$ cat src/rtl/core/qdce_ram.sv
// Generic simple dual-port RAM with one write port and a registered read port.
module qdce_ram #(
    parameter int WIDTH = 8,
    parameter int DEPTH = 16
) (
    input  logic                                   clk,
    input  logic                                   we,
    input  logic [((DEPTH > 1) ? $clog2(DEPTH) : 1)-1:0] waddr,
    input  logic [WIDTH-1:0]                       wdata,
    input  logic [((DEPTH > 1) ? $clog2(DEPTH) : 1)-1:0] raddr,
    output logic [WIDTH-1:0]                       rdata
);

    logic [WIDTH-1:0] mem [DEPTH];

    always_ff @(posedge clk)
    begin
        if (we)
        begin
            mem[waddr] <= wdata;
        end
        rdata <= mem[raddr];
    end

endmodule

$ cat config.mk
export PLATFORM = sky130hd
export DESIGN_NAME = qdce_ram
export DESIGN_NICKNAME = d
export VERILOG_FILES = /design/src/rtl/core/qdce_ram.sv
export SDC_FILE = /design/constraint.sdc
export NUM_CORES = 1
export LEC_CHECK = 0
export ABC_AREA = 1
export ABC_CLOCK_PERIOD_IN_PS = 1370
export BUFFER_PORTS_ARGS = -buffer_cell sky130_fd_sc_hd__buf_2
export CAP_MARGIN = 40
export CORE_UTILIZATION = 50
export DETAILED_ROUTE_END_ITERATION = 10
export MAX_ROUTING_LAYER = met4
export PLACE_DENSITY_LB_ADDON = 0.25
export SYNTH_ARGS = -nofsm -noshare
export SYNTH_HDL_FRONTEND = slang
export SYNTH_SLANG_ARGS = --single-unit
$ cat constraint.sdc
create_clock -name clk -period 1.37 [get_ports clk]
set_input_delay 0.0685 -clock clk [delete_from_list [all_inputs] [get_ports clk]]
set_output_delay 0.0685 -clock clk [all_outputs]
set_load 0.02 [all_outputs]
Word level (Yosys, flattened, before mapping)

Memories as Yosys holds them, arrays and structs flattened. A register that Yosys moved wholly into a read port is not among the register bits.
Index checks and enable logic that the tools add are counted.

Bits in registers: 0
Memory bits (writable): 128
Bits of input ports: 18
Output and inout port bits: 8
Logic and storage cells: 3
Memories: 1

Memory list:

| name | depth | width | read ports | clocked after memory_dff | wr ports | line | source |
|---|---|---|---|---|---|---|---|
| mem  | 16    | 8     | 1          | 1                        | 1        | 14   | `logic [WIDTH-1:0] mem [DEPTH];` |

Multiplexer cells: 2

Operators with widths:

| kind              | number |
|---|---|
| two-way mux 1 bit | 2 |

Depth between registers and ports, before layout

Gate-level depths: netlist (run 1).

Depth after elaboration: 2
Mapped depth: 8

Worst setup path before layout (run 1)

No wires, ideal clock.

Path type: input-to-reg
Start: in waddr[2] (netlist name)
End: mem mem[10][0] (enable)
Library setup time: 370 ps
Arrival time: 649 ps
Required time: 1000 ps
Path slack: 351 ps
Stages: 2
Path buffers: 0
Cells stage by stage: nand3b_1 > nor2_1

RTL lines:

| what            | line | source |
|---|---|---|
| start, declared | 8    | `input logic [((DEPTH > 1) ? $clog2(DEPTH) : 1)-1:0] waddr,` |
| end, declared   | 14   |  |

Straight into the memory's write port.

==> impl_metrics.toml, run 1 <==
[layout]
antennaDiodeCount = 0
layout-area-overhead-vs-synth_pct = 17.3
final_util_pct = 61.3
drive_gt1_share_pct = 13.2
fin_nets = 613
n_fill_cell = 906

[drt]
wl_per_cell_um = 17.6
num_vias = 3913
via_per_inst = 5.23
antenna_left = 0
drt_iter0_markers = 252
routed_wl_um = 13200
first_pass_iters = 5
drc = 0

[floorplanning]
die_y_um = 109
num_io_pins = 26
die_area_mm2 = 0.0120
start_util_pct = 52.3
fp.dieW_um = 109
core_area_mm2 = 0.0110
num_rows = 38

[power_and_ir_drop]
p_sw_share_pct = 20.9
p_clk_share_pct = 47.8
p_int_mw = 8.04
power.density_mw_per_mm2 = 1500
ir_worst_vdd_v = 0.000746
pwr-share-seq_pct = 46.1
static-leakage-power_nw = 2.96
power_frac_comb_pct = 6.1
power_mw = 10.2
netSwitchingPower_mw = 2.12

[synthesis]
ys_seq_area_share_pct = 69.4
synth_nets = 569
synth-simple-area-share_pct = 21.0
syn_area_mm2 = 0.00577
synth_top_family_by_area = "simple AND/OR/NAND/NOR gates"
synth_fa_ha_area_share_pct = 0
synthXorXnorAreaFrac_pct = 0
synth_compound_area_share_pct = 0
ys_ff_latch = 136
post_synth.cell_area_avg_um2 = 10.5
synthMuxAreaShare_pct = 0
ys_warn_count = 0
synth_top_area_share_pct = 66.7
synth_cell_type_count = 12
yosys-top-cells-area = "edfxtp_1, nand2_1, nand3_1"
synth_area_leader_cell = "edfxtp_1"
synthesis.instances = 551

[placed_design]
dp_slack_ps = 212
gp_congestion = 0.843
numPortBuffers = 25
hpwl_um = 7910

[sta]
finClkSkew_ps = 10.5
min_period_over_period_pct = 78.3
setup_viol = 0
rsz0062_at_grt = "no"
hold_slack_ps = 74.8
layout_min_cycle_time_ps = 1070
setup_slack_ps = 297
worst_slew_pin_slew_ps = 394
hold_viol_final = 0
setup_tns_ps = 0
timing.fmax_ghz = 0.932
drv_slew = 0
slew_headroom_pct = 73.7

[setup_path]
path_class = "register to register"
crit_required_ps = 1670
cp-end-kind = "register"
crit_arrival_ps = 1380
slowest_stage = "edfxtp_1"
critPathBufInv = 1
max_stage_delay_ps = 370
path_delay_family = "simple AND/OR/NAND/NOR gates"
cp-start-kind = "register"
crit_chain = "inv_1 > nand2_1 > nand3_1 > nand3_1 > nand3_1 > nand2_1"
crit_fanout = 1
cpMostUsedCell = "nand3_1"

[grt]
grt_use_total_pct = 25.5
grt_pass1_wl_um = 20500
grt_overflow = 0
grt_max_degree = 65
grt_pass1_vias = 3857
antenna_found_initial = 0

[clocking]
cts_htree_levels = 4
hold_buffers = 0
cts_root_buffer = "clkbuf_16"
cts_inserted_buffers = 17
cts.clk_slew.worst_paths_ps = 60
cts_resized = 0
clk-insertion-delay-late_ps = 420
tritoncts = "done"
cts_setup_buffers = 0
cts_max_path_buffers = 2
clkSinkCount = 136

[min_path]
holdCritPathClass = "input port to register"

[outcome]
status = "finished clean"

[job]
cap_violations = 0
metal layers:
metal | global-route usage [%] | wire (um)
met1 | 30.9 | 5360
met2 | 40.1 | 6510
met3 | 6.82 | 985
met4 | 11.5 | 313
met5 | - | 0
state kept, by name, summed over array words and instances (netlist names):
signal / flops
rdata: 8
mem: 128
logic make-up (layout without fill, tap and decap cells):
| kind of cell | after synthesis | in the layout |
|---|---|---|
| AND/OR/NAND/NOR | 289 | 289 |
| flip-flops | 136 | 136 |
| buffers and inverters | 126 | 183 |
power by group through the flow:
stage | Sequential, mW | Clock, mW | Combinational, mW
after floorplan | 4.79 | 0 | 0.328
after global placement | 4.77 | 0 | 0.599
after detailed placement | 4.77 | 0 | 0.614
after CTS | 4.69 | 4.91 | 0.619
after global routing | 4.69 | 5.08 | 0.682
final | 4.68 | 4.86 | 0.617
stage by stage:
step,std cells,cell area [um2]
floorplan,551,5770
global placement,716,6130
detailed placement,716,6130
CTS,748,6770
global route,748,6770
finish,748,6770
cell usage in the layout (no fill, tap or decap), types with 3 or more instances in the layout:
cell type and n:
nand2_1 173, edfxtp_1 128, inv_1 100, nand3_1 97, buf_2 25, buf_4 20
nor2_1 17, clkbuf_16 17, dfxtp_1 8, bufinv_16 5, buf_12 4, clkinv_2 3
final timing paths:
kind                  start   endpoint  slack, ps  cells after the start
setup reg to reg  mem[1][3]   rdata[3]        300                      6
setup / recovery  mem[1][3]   rdata[3]        300                      6
hold reg to reg   mem[2][5]   rdata[5]        670                      6
hold / removal     wdata[6]  mem[3][6]         70                      1
layout make-up:
class	instances	area, um2	area share [%]
clock buffers	18	429	6.34
clock inverters	14	205	3.03
inverters	102	383	5.66
multi-input cells	289	1210	17.9
flip-flops and latches	136	4000	59.2
well taps	140	175	2.59
repair buffers	49	355	5.25
Yosys cell counts:
master / number
buf_4: 4
buf_1: 1
nand2_1: 173
dfxtp_1: 8
nor2_1: 17
inv_2: 2
inv_1: 100
edfxtp_1: 128
nand3b_1: 2
buf_2: 13
nand3_1: 97
buf_6: 6
(Power assumes the default switching activity.)
==> run 2, diff against run 1 <==
- ABC_CLOCK_PERIOD_IN_PS: 1370 -> 1100
- clock period: 1.37 -> 1.1 ns (I/O delays scaled with it)
==> run 2 against run 1 <==
  * Register-to-register slack worse by 220 ps
  * Setup slack got worse by 220 ps
  * Highest routed layer unchanged
  * Final cell count increased by 0.53%
  * Flip-flop and latch count stayed put
  * Critical path depth stayed put
  * Clock skew decreased by 6.0 ps
  * Hold slack worse by 15 ps
  * Largest power group is now registers
  * Power is 22% higher
==> impl_metrics.toml, run 2 (same netlist as run 1, synthesis figures left out) <==
[outcome]
status = "finished clean"

[layout]
antennaDiodeCount = 0
final_cell_mix = "nand2_1, edfxtp_1, inv_1, nand3_1, buf_2"
final_common_cell = "nand2_1"
largest_reg_flops = 128
final_util_pct = 61.6
regMostFlops = "mem"
drive_gt1_share_pct = 13.9
top_regs = "mem x128, rdata x8"
fin_nets = 617
fin_cells = 752
layout-area-overhead-vs-synth_pct = 17.9

[drt]
drc = 0
routed_wl_um = 12600
num_vias = 3775
antenna_left = 0
drt_iter0_markers = 337
via_per_inst = 5.02
wl_per_cell_um = 16.8
first_pass_iters = 4

[floorplanning]
num_io_pins = 26
fp.dieW_um = 109
start_util_pct = 52.3
die_area_mm2 = 0.0120
num_rows = 38
die_y_um = 109
core_area_mm2 = 0.0110

[setup_path]
max_stage_delay_ps = 370
crit_arrival_ps = 1320
slowest_stage = "edfxtp_1"
cp-start-kind = "register"
crit_chain = "inv_1 > nand2_1 > nand3_1 > nand3_1 > nand3_1 > nand2_1"
r2r_cells = 6
crit_fanout = 1
startpoint = "mem[0][2]"
r2r-end = "rdata[2]"
reg2reg_from = "mem[0][2]"
path_class = "register to register"
cpMostUsedCell = "nand3_1"
crit_required_ps = 1390
crit_end = "rdata[2]"
r2r_slack_ps = 80
cp-end-kind = "register"

[sta]
finClkSkew_ps = 4.51
hold_viol_final = 0
slew_headroom_pct = 75.7
setup_viol = 0
rsz0062_at_grt = "no"
min_period_over_period_pct = 93.1
setup_tns_ps = 0
drv_slew = 0
worst_slew_pin_slew_ps = 364
timing.fmax_ghz = 0.976
layout_min_cycle_time_ps = 1020

[placed_design]
hpwl_um = 7750
dp.cells = 720
gp_congestion = 0.841
numPortBuffers = 25

[min_path]
hold_path_startpoint = "wdata[0]"
holdCritPathClass = "input port to register"
hold_path_depth = 1

[grt]
antenna_found_initial = 0
grt_pass1_wl_um = 19600
grt_use_total_pct = 24.3
grt_pass1_vias = 3613
grt_max_degree = 55
grt_overflow = 0

[clocking]
cts_resized = 0
clkSinkCount = 136
clk-insertion-delay-late_ps = 410
cts_setup_buffers = 0
tritoncts = "done"
cts.clk_slew.worst_paths_ps = 50
cts_htree_levels = 4
hold_buffers = 0
cts_max_path_buffers = 2
cts_root_buffer = "clkbuf_16"
cts_inserted_buffers = 17

[job]
cap_violations = 0

[power_and_ir_drop]
static-leakage-power_nw = 2.98
power.density_mw_per_mm2 = 1820
power_mw = 12.4
ir_worst_vdd_v = 0.00130
[run 2: area by class of cell]
class	count	area [um2]
Tap cell	140	175
Fill cell	884	4230
Clock inverter	13	179
Inverter	102	383
Clock buffer	19	433
Multi-Input combinational cell	289	1210
Sequential cell	136	4000
Timing Repair Buffer	53	410
[run 2: worst min path at each step]
stage                           end  slack [ps]
final                     mem[7][0]          60
after global routing      mem[7][0]          50
after CTS                 mem[2][6]          50
after detailed placement   rdata[2]         470
after global placement    mem[7][0]         460
after floorplan           mem[0][0]         150
[run 2: routing by layer]
| layer | GRT usage (%) | share of wire, % | wire (um) | up-vias |
|---|---|---|---|---|
| met5 | - | 0 | 0 | - |
| met4 | 7.81 | 1.2 | 157 | 0 |
| met1 | 31.3 | 43 | 5380 | 1760 |
| met2 | 39.0 | 49 | 6190 | 127 |
| li1 | - | - | - | 1872 |
| met3 | 4.74 | 7.0 | 880 | 16 |
[run 2: power by group]
part	leakage (nW)	internal (mW)	total, mW	switching (mW)
combinational	1.46	0.247	0.782	0.535
clock	0.289	3.77	5.77	2.00
sequential	1.22	5.79	5.83	0.0366
[run 2: worst max-delay path: cells and delay by family, from the launching register on]
| kind | cells | cell delay (ps) |
|---|---|---|
| simple gates | 5 | 490 |
| buf+inv | 1 | 60 |
| flops | 1 | 370 |
[run 2: per-stage QoR]
stage / setup slack [ps] / area, um2 / hold WS (ps)
after detailed placement: -36.2 / 6190 / 471
after floorplan: 94.2 / 5770 / 154
after global placement: -21.1 / 6190 / 463
after CTS: 60.7 / 6800 / 45.0
after global routing: 18.4 / 6800 / 52.5
final: 75.6 / 6800 / 59.9
==> run 3, diff against run 2 <==
- CTS_CLUSTER_SIZE: default -> 24
- SETUP_SLACK_MARGIN: default -> 0.15
==> run 3 against run 2 <==
  * Critical path depth did not move
  * Clock power barely moved
  * Flip-flop and latch count did not move
  * First-iteration DRC count fell by 17%
  * Die area did not move
  * Setup slack improved by 72 ps
==> impl_metrics.toml, run 3 (same netlist as run 1, synthesis figures left out) <==
[setup_path]
cp-start-kind = "register"
crit_fanout = 1
path_class = "register to register"
critPathBufInv = 1
slowest_stage = "edfxtp_1"
cpMostUsedCell = "nand3_2"
crit_arrival_ps = 1250
max_stage_delay_ps = 370
cp-end-kind = "register"
crit_chain = "inv_1 > nand2_1 > nand3_2 > nand3_2 > nand3_2 > nand2_1"
crit_required_ps = 1400
path_delay_family = "simple AND/OR/NAND/NOR gates"

[grt]
grt_use_total_pct = 23.9
grt_pass1_wl_um = 19600
antenna_found_initial = 0
grt_pass1_vias = 3754
grt_max_degree = 37
grt_overflow = 0

[sta]
drv_slew = 0
hold_slack_ps = 42.1
worst_slew_pin_slew_ps = 420
min_period_over_period_pct = 86.6
timing.fmax_ghz = 1.05
setup_viol = 0
finClkSkew_ps = 4.87
layout_min_cycle_time_ps = 953
slew_headroom_pct = 72.0
hold_viol_final = 0
setup_slack_ps = 147
rsz0062_at_grt = "yes"

[outcome]
status = "finished clean"

[layout]
fin_nets = 619
antennaDiodeCount = 0
final_common_cell = "nand2_1"
final_util_pct = 64.1
final_cell_mix = "nand2_1, edfxtp_1, inv_1, nand3_1, nand3_2"
drive_gt1_share_pct = 22.6
layout-area-overhead-vs-synth_pct = 22.6
regMostFlops = "mem"
largest_reg_flops = 128
top_regs = "mem x128, rdata x8"

[clocking]
cts.clk_slew.worst_paths_ps = 60
clk-insertion-delay-late_ps = 410
cts_root_buffer = "clkbuf_16"
cts_htree_levels = 4
cts_inserted_buffers = 17
cts_setup_buffers = 0
tritoncts = "done"
cts_max_path_buffers = 2
clkSinkCount = 136

[drt]
drt_iter0_markers = 281
drc = 0
wl_per_cell_um = 16.7
routed_wl_um = 12600
via_per_inst = 5.14
num_vias = 3872
first_pass_iters = 5
antenna_left = 0

[floorplanning]
fp.dieW_um = 109
num_io_pins = 26
num_rows = 38
core_area_mm2 = 0.0110
die_y_um = 109
start_util_pct = 52.3
die_area_mm2 = 0.0120

[power_and_ir_drop]
ir_worst_vdd_v = 0.00129
power.density_mw_per_mm2 = 1760
static-leakage-power_nw = 3.08
power_mw = 12.5

[placed_design]
numPortBuffers = 25
hpwl_um = 7690
gp_congestion = 0.841
dp_slack_ps = -46.7

[job]
cap_violations = 0

[min_path]
holdCritPathClass = "input port to register"
==> run 3: changes by cell type in the layout (fill, tap and decap cells not counted), moves of 2 or more <==
| cell | before | now |
|---|---|---|
| nand3_1 | 97 | 57 |
| nand3_2 | 0 | 40 |
| buf_2 | 25 | 17 |
| buf_6 | 0 | 6 |
| dfxtp_1 | 8 | 3 |
| dfxtp_2 | 0 | 5 |
| nor2_1 | 17 | 12 |
| nor2_2 | 0 | 5 |
| buf_4 | 22 | 26 |
| nand2_1 | 173 | 170 |
| nand2_2 | 0 | 3 |
| clkbuf_1 | 2 | 0 |
| clkinv_1 | 0 | 2 |
==> run 3: path summary, 6_finish.rpt <==
kind | startpoint | to | slack [ps] | cells past startpoint
max | mem[7][5] | rdata[5] | 150 | 6
min | wdata[2] | mem[7][2] | 40 | 1
max reg2reg | mem[7][5] | rdata[5] | 150 | 6
min reg2reg | mem[15][4] | rdata[4] | 670 | 6
==> run 3: per-stage QoR <==
stage	std cells	TNS (ps)	instance area (um2)
4_1_cts	754	0	6880
6_report	754	0	7070
3_5_place_dp	721	-130	6190
5_1_grt	754	0	7070
2_1_floorplan	551	0	5780
3_3_place_gp	721	-127	6190
==> run 3: power breakdown <==
| part | internal [mW] | leakage, nW | switching (mW) |
|---|---|---|---|
| sequential | 5.80 | 1.22 | 0.0393 |
| clock | 3.75 | 0.293 | 2.00 |
| combinational | 0.298 | 1.56 | 0.572 |
==> run 3: worst register-to-register path, stage by stage (launching register included) <==
cell and delay (ps):
edfxtp_1 370, inv_1 60, nand2_1 50, nand3_2 90
nand3_2 90, nand3_2 110, nand2_1 60
==> run 3: final cells by class <==
class / count / area, um2
clock buffers: 17 / 425
clock inverters: 15 / 184
fillers: 822 / 3960
inverters: 102 / 383
multi-input cells: 289 / 1430
flip-flops and latches: 136 / 4010
well taps: 140 / 175
repair buffers: 55 / 458
==> run 3: routing by layer <==
layer	wire length (um)	GRT usage, %	vias to the layer above
met3	679	4.98	18
li1	-	-	1879
met4	191	10.9	0
met2	6290	37.7	132
met1	5420	30.0	1843
met5	0	-	-
==> run 3: repair_timing <==
item	CTS	global route
hold buffers	1	0
gates resized for setup	17	45
hold endpoints to repair	3	0
endpoints found under the setup margin	9	14
pin swaps	3	28
