$ cat src/rtl/core/qdce_pkg.sv
// Shared types, codes and helper functions of the QR data codeword encoder.
package qdce_pkg;

    localparam int MESSAGE_BYTES_DEF = 4096;
    localparam int MAX_SEGMENTS_DEF = 64;
    localparam int CNT_MAX_W = 16;

    typedef struct packed {
        logic       func;
        logic [7:0] data_byte;
        logic       last_byte;
    } qdce_in_t;

    typedef struct packed {
        logic [7:0] codeword;
        logic       last_codeword;
        logic [1:0] status;
    } qdce_out_t;

    typedef struct packed {
        logic go;
        logic restart;
    } qdce_emit_ctl_t;

    typedef struct packed {
        logic       done;
        logic [7:0] codeword;
    } qdce_emit_res_t;

    localparam logic FUNC_LOAD = 1'b0;
    localparam logic FUNC_PULL = 1'b1;

    localparam logic [1:0] ST_OK       = 2'd0;
    localparam logic [1:0] ST_OVERFLOW = 2'd1;
    localparam logic [1:0] ST_UNPAIRED = 2'd2;

    localparam int CFG_IDX_W = 2;
    localparam logic [CFG_IDX_W-1:0] CFG_VERSION   = 2'd0;
    localparam logic [CFG_IDX_W-1:0] CFG_CODEWORDS = 2'd1;

    localparam logic [3:0] IND_BYTE   = 4'b0100;
    localparam logic [7:0] IND_HANZI  = 8'hD1;
    localparam logic [7:0] PAD_A      = 8'hEC;
    localparam logic [7:0] PAD_B      = 8'h11;
    localparam logic [7:0] HZ_BASE_LO = 8'hA1;
    localparam logic [7:0] HZ_BASE_HI = 8'hA6;
    localparam logic [7:0] HZ_SPLIT   = 8'hB0;
    localparam logic [7:0] HZ_LO_BASE = 8'hA1;

    typedef enum logic [2:0] {
        P_IDLE,
        P_CALC1,
        P_CALC2,
        P_CALC3,
        P_RUN,
        P_PUSH
    } pull_state_t;

    typedef enum logic [2:0] {
        E_IDLE,
        E_BIT,
        E_SEG,
        E_HI,
        E_LO
    } emit_state_t;

    typedef enum logic [2:0] {
        PH_NEWSEG,
        PH_IND,
        PH_CNT,
        PH_FETCH,
        PH_DATA
    } phase_t;

    function automatic int data_width(input int mb, input int ms);
        int w;
        w = $clog2(mb * 8 + ms * 40 + 1);
        return (w > 16) ? w : 16;
    endfunction

    // The multiply by 0x60 is done as two shifts; everything wraps at 13 bits.
    function automatic logic [12:0] hanzi_value(input logic [7:0] hi, input logic [7:0] lo);
        logic [12:0] base;
        logic [12:0] diff;
        logic [12:0] lod;
        base = (hi < HZ_SPLIT) ? 13'(HZ_BASE_LO) : 13'(HZ_BASE_HI);
        diff = 13'(hi) - base;
        lod  = 13'(lo) - 13'(HZ_LO_BASE);
        return (diff << 6) + (diff << 5) + lod;
    endfunction

endpackage

$ cat src/rtl/core/qdce_emit.sv
// Bit stream walker that reads the segment table and message store to build codewords.
module qdce_emit #(
    parameter int MESSAGE_BYTES = qdce_pkg::MESSAGE_BYTES_DEF,
    parameter int MAX_SEGMENTS  = qdce_pkg::MAX_SEGMENTS_DEF,
    localparam int AW  = (MESSAGE_BYTES > 1) ? $clog2(MESSAGE_BYTES) : 1,
    localparam int LW  = $clog2(MESSAGE_BYTES + 1),
    localparam int SIW = (MAX_SEGMENTS > 1) ? $clog2(MAX_SEGMENTS) : 1,
    localparam int SCW = $clog2(MAX_SEGMENTS + 1),
    localparam int DW  = qdce_pkg::data_width(MESSAGE_BYTES, MAX_SEGMENTS)
) (
    input  logic                     clk,
    input  logic                     rst_n,
    input  qdce_pkg::qdce_emit_ctl_t ctl,
    input  logic [11:0]              cw_index,
    input  logic [DW-1:0]            data_bits,
    input  logic [DW-1:0]            tail_base,
    input  logic [SCW-1:0]           seg_total,
    input  logic                     bcw16,
    input  logic [4:0]               hcw,
    output logic [SIW-1:0]           seg_raddr,
    input  logic [LW:0]              seg_rdata,
    output logic [AW-1:0]            store_raddr,
    input  logic [7:0]               store_rdata,
    output qdce_pkg::qdce_emit_res_t res
);

    localparam int CNT_W = qdce_pkg::CNT_MAX_W;

    qdce_pkg::emit_state_t state_reg, state_next;
    qdce_pkg::phase_t      phase_reg, phase_next;
    logic [SCW-1:0] seg_cur_reg, seg_cur_next;
    logic [LW-1:0]  seg_base_reg, seg_base_next;
    logic [LW-1:0]  char_addr_reg, char_addr_next;
    logic [LW-1:0]  chars_reg, chars_next;
    logic [LW-1:0]  chars_left_reg, chars_left_next;
    logic [LW-1:0]  len_reg, len_next;
    logic           hz_reg, hz_next;
    logic [3:0]     fld_reg, fld_next;
    logic [12:0]    data_reg, data_next;
    logic [7:0]     hi_reg, hi_next;
    logic [2:0]     bit_idx_reg, bit_idx_next;
    logic [7:0]     acc_reg, acc_next;
    logic           done_reg, done_next;

    logic [DW-1:0]  pos;
    logic [DW-1:0]  tail_off;
    logic [7:0]     pad;
    logic [4:0]     cw_now;
    logic [4:0]     cidx;
    logic [CNT_W-1:0] cnt_ext;
    logic [LW-1:0]  rd_len;
    logic [LW-1:0]  rd_chars;
    logic [LW-1:0]  next_base;
    logic [LW-1:0]  addr_plus1;
    logic           bit_v;
    logic           take;

    assign pos        = DW'({cw_index, bit_idx_reg});
    assign tail_off   = pos - tail_base;
    assign pad        = tail_off[3] ? qdce_pkg::PAD_B : qdce_pkg::PAD_A;
    assign cw_now     = hz_reg ? hcw : (bcw16 ? 5'd16 : 5'd8);
    assign cidx       = cw_now - 5'd1 - {1'b0, fld_reg};
    assign cnt_ext    = CNT_W'(chars_reg);
    assign rd_len     = seg_rdata[LW-1:0];
    assign rd_chars   = seg_rdata[LW] ? (rd_len >> 1) : rd_len;
    assign next_base  = seg_base_reg + len_reg;
    assign addr_plus1 = char_addr_reg + LW'(1);
    assign res.done     = done_reg;
    assign res.codeword = acc_reg;

    always_comb
    begin
        state_next      = state_reg;
        phase_next      = phase_reg;
        seg_cur_next    = seg_cur_reg;
        seg_base_next   = seg_base_reg;
        char_addr_next  = char_addr_reg;
        chars_next      = chars_reg;
        chars_left_next = chars_left_reg;
        len_next        = len_reg;
        hz_next         = hz_reg;
        fld_next        = fld_reg;
        data_next       = data_reg;
        hi_next         = hi_reg;
        bit_idx_next    = bit_idx_reg;
        acc_next        = acc_reg;
        done_next       = 1'b0;
        seg_raddr       = seg_cur_reg[SIW-1:0];
        store_raddr     = char_addr_reg[AW-1:0];
        bit_v           = 1'b0;
        take            = 1'b0;

        case (state_reg)
            qdce_pkg::E_IDLE:
            begin
                if (ctl.restart)
                begin
                    seg_cur_next  = '0;
                    seg_base_next = '0;
                    phase_next    = qdce_pkg::PH_NEWSEG;
                end
                if (ctl.go)
                begin
                    bit_idx_next = 3'd0;
                    state_next   = qdce_pkg::E_BIT;
                end
            end
            qdce_pkg::E_BIT:
            begin
                if (pos >= data_bits)
                begin
                    bit_v = (pos < tail_base) ? 1'b0 : pad[~tail_off[2:0]];
                    take  = 1'b1;
                end
                else
                begin
                    case (phase_reg)
                        qdce_pkg::PH_NEWSEG:
                        begin
                            if (seg_cur_reg >= seg_total)
                            begin
                                take = 1'b1;
                            end
                            else
                            begin
                                state_next = qdce_pkg::E_SEG;
                            end
                        end
                        qdce_pkg::PH_IND:
                        begin
                            bit_v = hz_reg ? qdce_pkg::IND_HANZI[3'(3'd7 - fld_reg[2:0])]
                                           : qdce_pkg::IND_BYTE[2'(2'd3 - fld_reg[1:0])];
                            take  = 1'b1;
                            if (fld_reg == (hz_reg ? 4'd7 : 4'd3))
                            begin
                                fld_next   = 4'd0;
                                phase_next = qdce_pkg::PH_CNT;
                            end
                            else
                            begin
                                fld_next = fld_reg + 4'd1;
                            end
                        end
                        qdce_pkg::PH_CNT:
                        begin
                            bit_v = cnt_ext[cidx[3:0]];
                            take  = 1'b1;
                            if ({1'b0, fld_reg} == cw_now - 5'd1)
                            begin
                                fld_next   = 4'd0;
                                phase_next = qdce_pkg::PH_FETCH;
                            end
                            else
                            begin
                                fld_next = fld_reg + 4'd1;
                            end
                        end
                        qdce_pkg::PH_FETCH:
                        begin
                            state_next = qdce_pkg::E_HI;
                        end
                        qdce_pkg::PH_DATA:
                        begin
                            bit_v     = data_reg[12];
                            take      = 1'b1;
                            data_next = {data_reg[11:0], 1'b0};
                            if (fld_reg == (hz_reg ? 4'd12 : 4'd7))
                            begin
                                fld_next        = 4'd0;
                                chars_left_next = chars_left_reg - LW'(1);
                                if (chars_left_reg == LW'(1))
                                begin
                                    seg_cur_next   = seg_cur_reg + SCW'(1);
                                    seg_base_next  = next_base;
                                    char_addr_next = next_base;
                                    phase_next     = qdce_pkg::PH_NEWSEG;
                                end
                                else
                                begin
                                    char_addr_next = char_addr_reg + (hz_reg ? LW'(2) : LW'(1));
                                    phase_next     = qdce_pkg::PH_FETCH;
                                end
                            end
                            else
                            begin
                                fld_next = fld_reg + 4'd1;
                            end
                        end
                        default:
                        begin
                            phase_next = qdce_pkg::PH_NEWSEG;
                        end
                    endcase
                end
                if (take)
                begin
                    acc_next = {acc_reg[6:0], bit_v};
                    if (bit_idx_reg == 3'd7)
                    begin
                        done_next  = 1'b1;
                        state_next = qdce_pkg::E_IDLE;
                    end
                    else
                    begin
                        bit_idx_next = bit_idx_reg + 3'd1;
                    end
                end
            end
            qdce_pkg::E_SEG:
            begin
                state_next = qdce_pkg::E_BIT;
                if (rd_chars == '0)
                begin
                    seg_cur_next  = seg_cur_reg + SCW'(1);
                    seg_base_next = seg_base_reg + rd_len;
                end
                else
                begin
                    hz_next         = seg_rdata[LW];
                    len_next        = rd_len;
                    chars_next      = rd_chars;
                    chars_left_next = rd_chars;
                    char_addr_next  = seg_base_reg;
                    fld_next        = 4'd0;
                    phase_next      = qdce_pkg::PH_IND;
                end
            end
            qdce_pkg::E_HI:
            begin
                if (hz_reg)
                begin
                    hi_next     = store_rdata;
                    store_raddr = addr_plus1[AW-1:0];
                    state_next  = qdce_pkg::E_LO;
                end
                else
                begin
                    data_next  = {store_rdata, 5'b0};
                    phase_next = qdce_pkg::PH_DATA;
                    state_next = qdce_pkg::E_BIT;
                end
            end
            qdce_pkg::E_LO:
            begin
                data_next  = qdce_pkg::hanzi_value(hi_reg, store_rdata);
                phase_next = qdce_pkg::PH_DATA;
                state_next = qdce_pkg::E_BIT;
            end
            default:
            begin
                state_next = qdce_pkg::E_IDLE;
            end
        endcase
    end

    always_ff @(posedge clk or negedge rst_n)
    begin
        if (!rst_n)
        begin
            state_reg    <= qdce_pkg::E_IDLE;
            phase_reg    <= qdce_pkg::PH_NEWSEG;
            seg_cur_reg  <= '0;
            seg_base_reg <= '0;
            done_reg     <= 1'b0;
        end
        else
        begin
            state_reg    <= state_next;
            phase_reg    <= phase_next;
            seg_cur_reg  <= seg_cur_next;
            seg_base_reg <= seg_base_next;
            done_reg     <= done_next;
        end
    end

    always_ff @(posedge clk)
    begin
        char_addr_reg  <= char_addr_next;
        chars_reg      <= chars_next;
        chars_left_reg <= chars_left_next;
        len_reg        <= len_next;
        hz_reg         <= hz_next;
        fld_reg        <= fld_next;
        data_reg       <= data_next;
        hi_reg         <= hi_next;
        bit_idx_reg    <= bit_idx_next;
        acc_reg        <= acc_next;
    end

endmodule

$ cat config.mk
export PLATFORM = sky130hd
export DESIGN_NAME = qdce_emit
export DESIGN_NICKNAME = d
export VERILOG_FILES = /design/src/rtl/core/qdce_pkg.sv /design/src/rtl/core/qdce_emit.sv
export SDC_FILE = /design/constraint.sdc
export NUM_CORES = 1
export LEC_CHECK = 0
export ABC_AREA = 1
export BUFFER_PORTS_ARGS = -buffer_cell sky130_fd_sc_hd__buf_2
export CAP_MARGIN = 20
export CORE_UTILIZATION = 55
export DETAILED_ROUTE_END_ITERATION = 10
export PLACE_DENSITY = 0.76
export SYNTH_ARGS = -nofsm -noshare
export SYNTH_HDL_FRONTEND = slang
export SYNTH_SLANG_ARGS = --single-unit
$ cat constraint.sdc
create_clock -name clk -period 6.5 [get_ports clk]
set_clock_uncertainty 0.1 [all_clocks]
set_input_delay 0.325 -clock clk [delete_from_list [all_inputs] [get_ports clk]]
set_output_delay 0.325 -clock clk [all_outputs]
set_load 0.01 [all_outputs]
## After elaboration in Yosys (flattened, before gate mapping)

Memory sizes are Yosys's and may differ from the RTL's.
Cells that the tools add are included.
Widths: inputs -> output; s select.

| word-level totals | value |
|---|---|
| register bits | 116 |
| ROM bits | 8 |
| input bits | 83 |
| output and inout port bits | 27 |
| logic and storage cells | 178 |
| memories | 1 |

| cells by class | value |
|---|---|
| $add $sub $neg | 17 |
| magnitude comparators | 8 |
| equal/unequal tests | 29 |
| mux-type cells | 86 |
| bitwise operators | 2 |
| reduce and logical (&&, ||, !) cells | 20 |

Memories:

| memory | depth | width | read ports | clocked after Yosys merged registers in | write ports | RTL line | text |
|---|---|---|---|---|---|---|---|
| (no name shown) | 8 | 1 | 1 | 0 | 0 | qdce_emit.sv:131 | `bit_v = hz_reg ? qdce_pkg::IND_HANZI[3'(3'd7 - fld_reg[2:0])]` |

Operator list:

| operator | number |
|---|---|
| $mux 13 | 19 |
| $pmux 13 s3 | 2 |
| $mux 3 | 18 |
| $add 13x13->13 | 4 |
| $pmux 13 s2 | 2 |
| $mux 7 | 6 |
| $mux 12 | 2 |
| $mux 4 | 6 |
| $pmux 3 s4 | 2 |
| $ne 2x2->1 const B | 11 |
| $pmux 7 s3 | 1 |
| $ge 15x16->1 | 1 |
| $lt 15x16->1 | 1 |
| $pmux 3 s5 | 1 |
| $add 13x2->13 | 1 |
| $eq 13x1->1 const B | 1 |
| $logic_not 13->1 | 1 |
| $mux 1 | 13 |
| $sub 13x1->13 const B | 1 |
| $add 12x1->12 const B | 1 |
| $eq 3x2->1 const B | 4 |
| $pmux 3 s2 | 2 |
| $pmux 4 s3 | 1 |
| $reduce_and 4->1 | 3 |
| other kinds (43) | 58 |

## Depth between registers and ports, before layout

| depth | value |
|---|---|
| depth in word-level cells | 8 |
| mapped depth | 23 |
| depth with buffers taken out | 23 |

## Worst setup path after synthesis

No wires, ideal clock.

| timing | value |
|---|---|
| path type | reg-to-reg |
| start | reg bit_idx_reg[1] |
| end | reg char_addr_reg[0], enable pin |
| setup time | 444 ps |
| arrival | 3367 ps |
| required time | 5956 ps |
| slack | 2589 ps |
| stages on the path, launching flop included | 13 |
| path buffers | 0 |
| period minus slack after synthesis | 3911 ps |
| cells stage by stage | edfxtp_1 > ha_1 > nand2_1 > nand2_1 > nand2_1 > nand2_1 > nand2_1 > nand2_1 > nand2_1 > nand3_1 > nand2_1 > inv_1 > nor3b_1 |

| between the ends | value |
|---|---|
| cells in the longest elaborated chain, start to end | 3 |

RTL lines:

| element | RTL line | text |
|---|---|---|
| from (decl) | qdce_emit.sv:41 | `logic [2:0] bit_idx_reg, bit_idx_next;` |
| from (signal assigned) | qdce_emit.sv:286 | `bit_idx_reg <= bit_idx_next;` |
| $ge 15x16->1 | qdce_emit.sv:110 | `if (pos >= data_bits)` |
| $ne 2x2->1 (no line) | n/a |  |
| $reduce_and 5->1 (no line) | n/a |  |
| to (signal assigned) | qdce_emit.sv:278 | `char_addr_reg <= char_addr_next;` |
| to (decl) | qdce_emit.sv:33 | `logic [LW-1:0] char_addr_reg, char_addr_next;` |

Every way passes these cells.
A chain may end at the register's enable or synchronous reset.

## Worst setup path in the final report

| timing | value |
|---|---|
| start | reg hi_reg[5] |
| end | reg data_reg[12], data pin |

| between the ends | value |
|---|---|
| cells in the longest elaborated chain, start to end | 6 |

RTL lines:

| element | RTL line | text |
|---|---|---|
| from (decl) | qdce_emit.sv:40 | `logic [7:0] hi_reg, hi_next;` |
| from (signal assigned) | qdce_emit.sv:285 | `hi_reg <= hi_next;` |
| $lt 8x8->1 | qdce_pkg.sv:86 | `base = (hi < HZ_SPLIT) ? 13'(HZ_BASE_LO) : 13'(HZ_BASE_HI);` |
| $mux 3 | qdce_pkg.sv:86 |  |
| $sub 8x8->8 * | qdce_pkg.sv:87 | `diff = 13'(hi) - base;` |
| $add 13x13->13 * (2 in series) | qdce_pkg.sv:89 | `return (diff << 6) + (diff << 5) + lod;` |
| $pmux 13 s3 * | qdce_emit.sv:93 | `case (state_reg)` |
| named net data_next[12] | qdce_emit.sv:39 | `logic [12:0] data_reg, data_next;` |
| to (signal assigned) | qdce_emit.sv:284 | `data_reg <= data_next;` |
| to (decl) | qdce_emit.sv:39 |  |

The timed path passes the listed nets; every way through them passes the cells marked *.

==> results by group <==
Finish
  • Share of layout cells above drive strength 1: roughly an eighth
  • Filler cells: 1,458
  • Register area: ~3300 sq um
  • N_diodes: 0
  • Multi-input logic area: 5080 sq um
  • Net count reported at finish: 1,481
  • Synth-to-Final Area Change: 14.8%

Global routing
  • Pin count of the biggest net entering global routing: 39
  • Gr ovfl total: 0
  • Antenna violations before repair: 0
  • First-pass GRT wire length: around 39,000 microns
  • Vias in the first global route: 8,210
  • Global Route Usage Sum: 28.5%

Timing
  • Worst Hold Margin: roughly 0.015 ns
  • Worst-Margin Slew: 0.872 ns
  • Final setup viols: 0
  • Relative slew margins: 41.3%
  • Period utilization: 61.8%
  • Hold Vio Cnt, Final: 0
  • Unrepaired setup endpoints after global routing: false
  • Final period demand of the worst path: 4.02 ns
  • Final Max Slew Viols: 0
  • Fmax: around 250 MHz
  • TNS Setup: 0 ns

Pwr
  • Peak supply drop: 0.000275 V
  • Tot Pwr: 4540 uW
  • Leak: 0.00527 uW
  • Power Dens Cells: ~430 nW/um^2

Outcome
  • Run status: complete, no violations

Setup path
  • CP Capture Type: register
  • CP max FO: 4
  • Crit path launch type: register
  • CP arrival: 4.09 ns
  • Critical path class: register to register
  • CP required: 6.57 ns

Synthesis
  • Post-synthesis average cell area: 7.77 sq um
  • Synthesized flop and latch total: 113
  • Net Count, Synth: ~1,400
  • Seq/Total Area, Yosys: 35.3%
  • Asr flop ratio synth: 23.0%
  • Synth area leader: edfxtp_1
  • Synth Cell Area: between 9000 and 10,000 sq um
  • EDFF count, synth: 87
  • Synth top area share: 28.3%
  • Synth cell count leaders: nand2_1 (272), inv_1 (195), nor2_1 (90), edfxtp_1 (87), ha_1 (85)
  • Main area contributors after synthesis: edfxtp_1 (28%), ha_1 (12%), nand2_1 (11%)
  • Most common cell in the netlist: nand2_1
  • Mapped Cells: about 1,200
  • Predominant post-synthesis flop cell: edfxtp_1
  • Synth cell types: 46
  • YS warnings: 0

Clock tree
  • Clock Sinks: roughly 110
  • Skew-Pair Late Insertion Delay: 0.42 ns
  • Clock-pin slew on the worst setup and hold paths: 0.06 ns
  • Clk root buf: clkbuf_16
  • CTS H-tree depth: 4
  • Total CTS buffers: 17
  • TritonCTS clock tree: done
  • Post_cts resized: 0
  • Clk buf depth: 2

Drt
  • Total wire length: ~23,000 microns
  • First-pass iteration count of the detailed router: 5
  • DR iter-0 viols: around 630
  • Avg WL per Cell: 15.3 microns
  • Vias per cell: 5.41
  • Vias: 8,292
  • Routed Antenna Nets: 0
  • Residual DRC count: 0

Floorplanning
  • Row cnt: 47
  • Die width: 132 microns
  • Area of the die: 17,300 sq um
  • Die Span Y: 132 microns
  • Core area: 16,500 sq um
  • Initial cell density of the core: 56.1%
  • Ports: 110

Min path
  • Worst Hold Class: primary input to register

Place
  • Routability cong.: 0.944
  • Hpwl dp: 18,200 microns
  • Port Buffers: ~110

Flow run
  • Max-cap viol count: 0
[per-layer routing]
metal	vias to the layer above	global-route usage (%)	share of wire [%]
met1	3790	33.4	41
li1	4173	-	-
met5	-	0	0
met2	270	49.8	49
met3	59	6.33	5.7
met4	0	12.4	3.6
[timing repair]
item / CTS / global route
buffers inserted: 0 / 0
hold buffers: 3 / 0
hold endpoints to repair: 28 / 0
[cells by family after synthesis]
logic type	synth area share (%)
AOI/OAI and AO/OA	12.2
xor gates and xnor gates	4.55
adders and majority gates	14.3
buffers and inverters	9.74
DFF	35.3
and+or+nand+nor	23.9
[final cells by class]
| type | instances | area share (%) |
|---|---|---|
| clock buffers | 27 | 4.65 |
| inverters | 198 | 7.01 |
| well taps | 220 | 2.60 |
| flip-flops and latches | 113 | 30.8 |
| repair buffers | 118 | 5.86 |
| multi-input cells | 852 | 47.9 |
| clock inverters | 5 | 1.18 |
[worst paths after layout]
| check | start | end | slack [ns] | cells after the start |
|---|---|---|---|---|
| min reg2reg | acc_reg[3]$_DFFE_PP_ | acc_reg[4]$_DFFE_PP_ | 0.35 | 0 |
| min in group asynchronous | rst_n | seg_base_reg[10]$_DFFE_PN0P_ | 0.39 | 2 |
| max reg2reg | hi_reg[5]$_DFFE_PP_ | data_reg[12]$_DFFE_PP_ | 2.48 | 20 |
| max in group asynchronous | rst_n | phase_reg[0]$_DFFE_PN0P_ | 5.45 | 2 |
| min | store_rdata[0] | hi_reg[0]$_DFFE_PP_ | 0.01 | 1 |
| max | hi_reg[5]$_DFFE_PP_ | data_reg[12]$_DFFE_PP_ | 2.48 | 20 |
[report_power, final]
| group | switching (uW) | internal (uW) |
|---|---|---|
| Sequential | 211 | 1140 |
| Combinational | 1420 | 779 |
| Clock | 315 | 671 |
| Total | 1940 | 2590 |
[cell usage in the layout (no fill, tap or decap), types with 34 or more instances in the layout]
cell / Yosys / layout
ha_1: 85 / 85
o21ai_0: 64 / 64
inv_1: 195 / 195
nand2_1: 272 / 272
a21oi_1: 69 / 69
buf_2: 2 / 109
xor2_1: 34 / 34
nor2_1: 90 / 89
nand3_1: 83 / 83
edfxtp_1: 87 / 87
[worst max-delay path, cell delays in order, from the launching register on]
cell,delay (ns)
edfxtp_1,0.39
nand2_1,0.07
a21oi_1,0.25
inv_1,0.14
ha_1,0.22
fa_1,0.40
xnor2_1,0.20
fa_1,0.59
inv_1,0.07
fa_1,0.44
nand3b_1,0.17
nand2_1,0.09
nand2_1,0.07
a21oi_1,0.16
nor2_1,0.06
nand2b_1,0.06
nand2_1,0.06
inv_1,0.06
nand3_1,0.06
nand3_1,0.07
nand2_1,0.05
[through the flow]
step	worst slack [ns]	utilization [%]	instance area [sq um]	instances
2_1_floorplan	2.59	-	9230	1189
3_3_place_gp	2.56	60.4	9950	1498
3_5_place_dp	2.48	60.4	9950	1498
4_1_cts	2.48	64.4	10600	1533
5_1_grt	2.08	64.4	10600	1533
6_report	2.48	64.4	10600	1533
No activity file was read; power rests on OpenSTA's default activity.
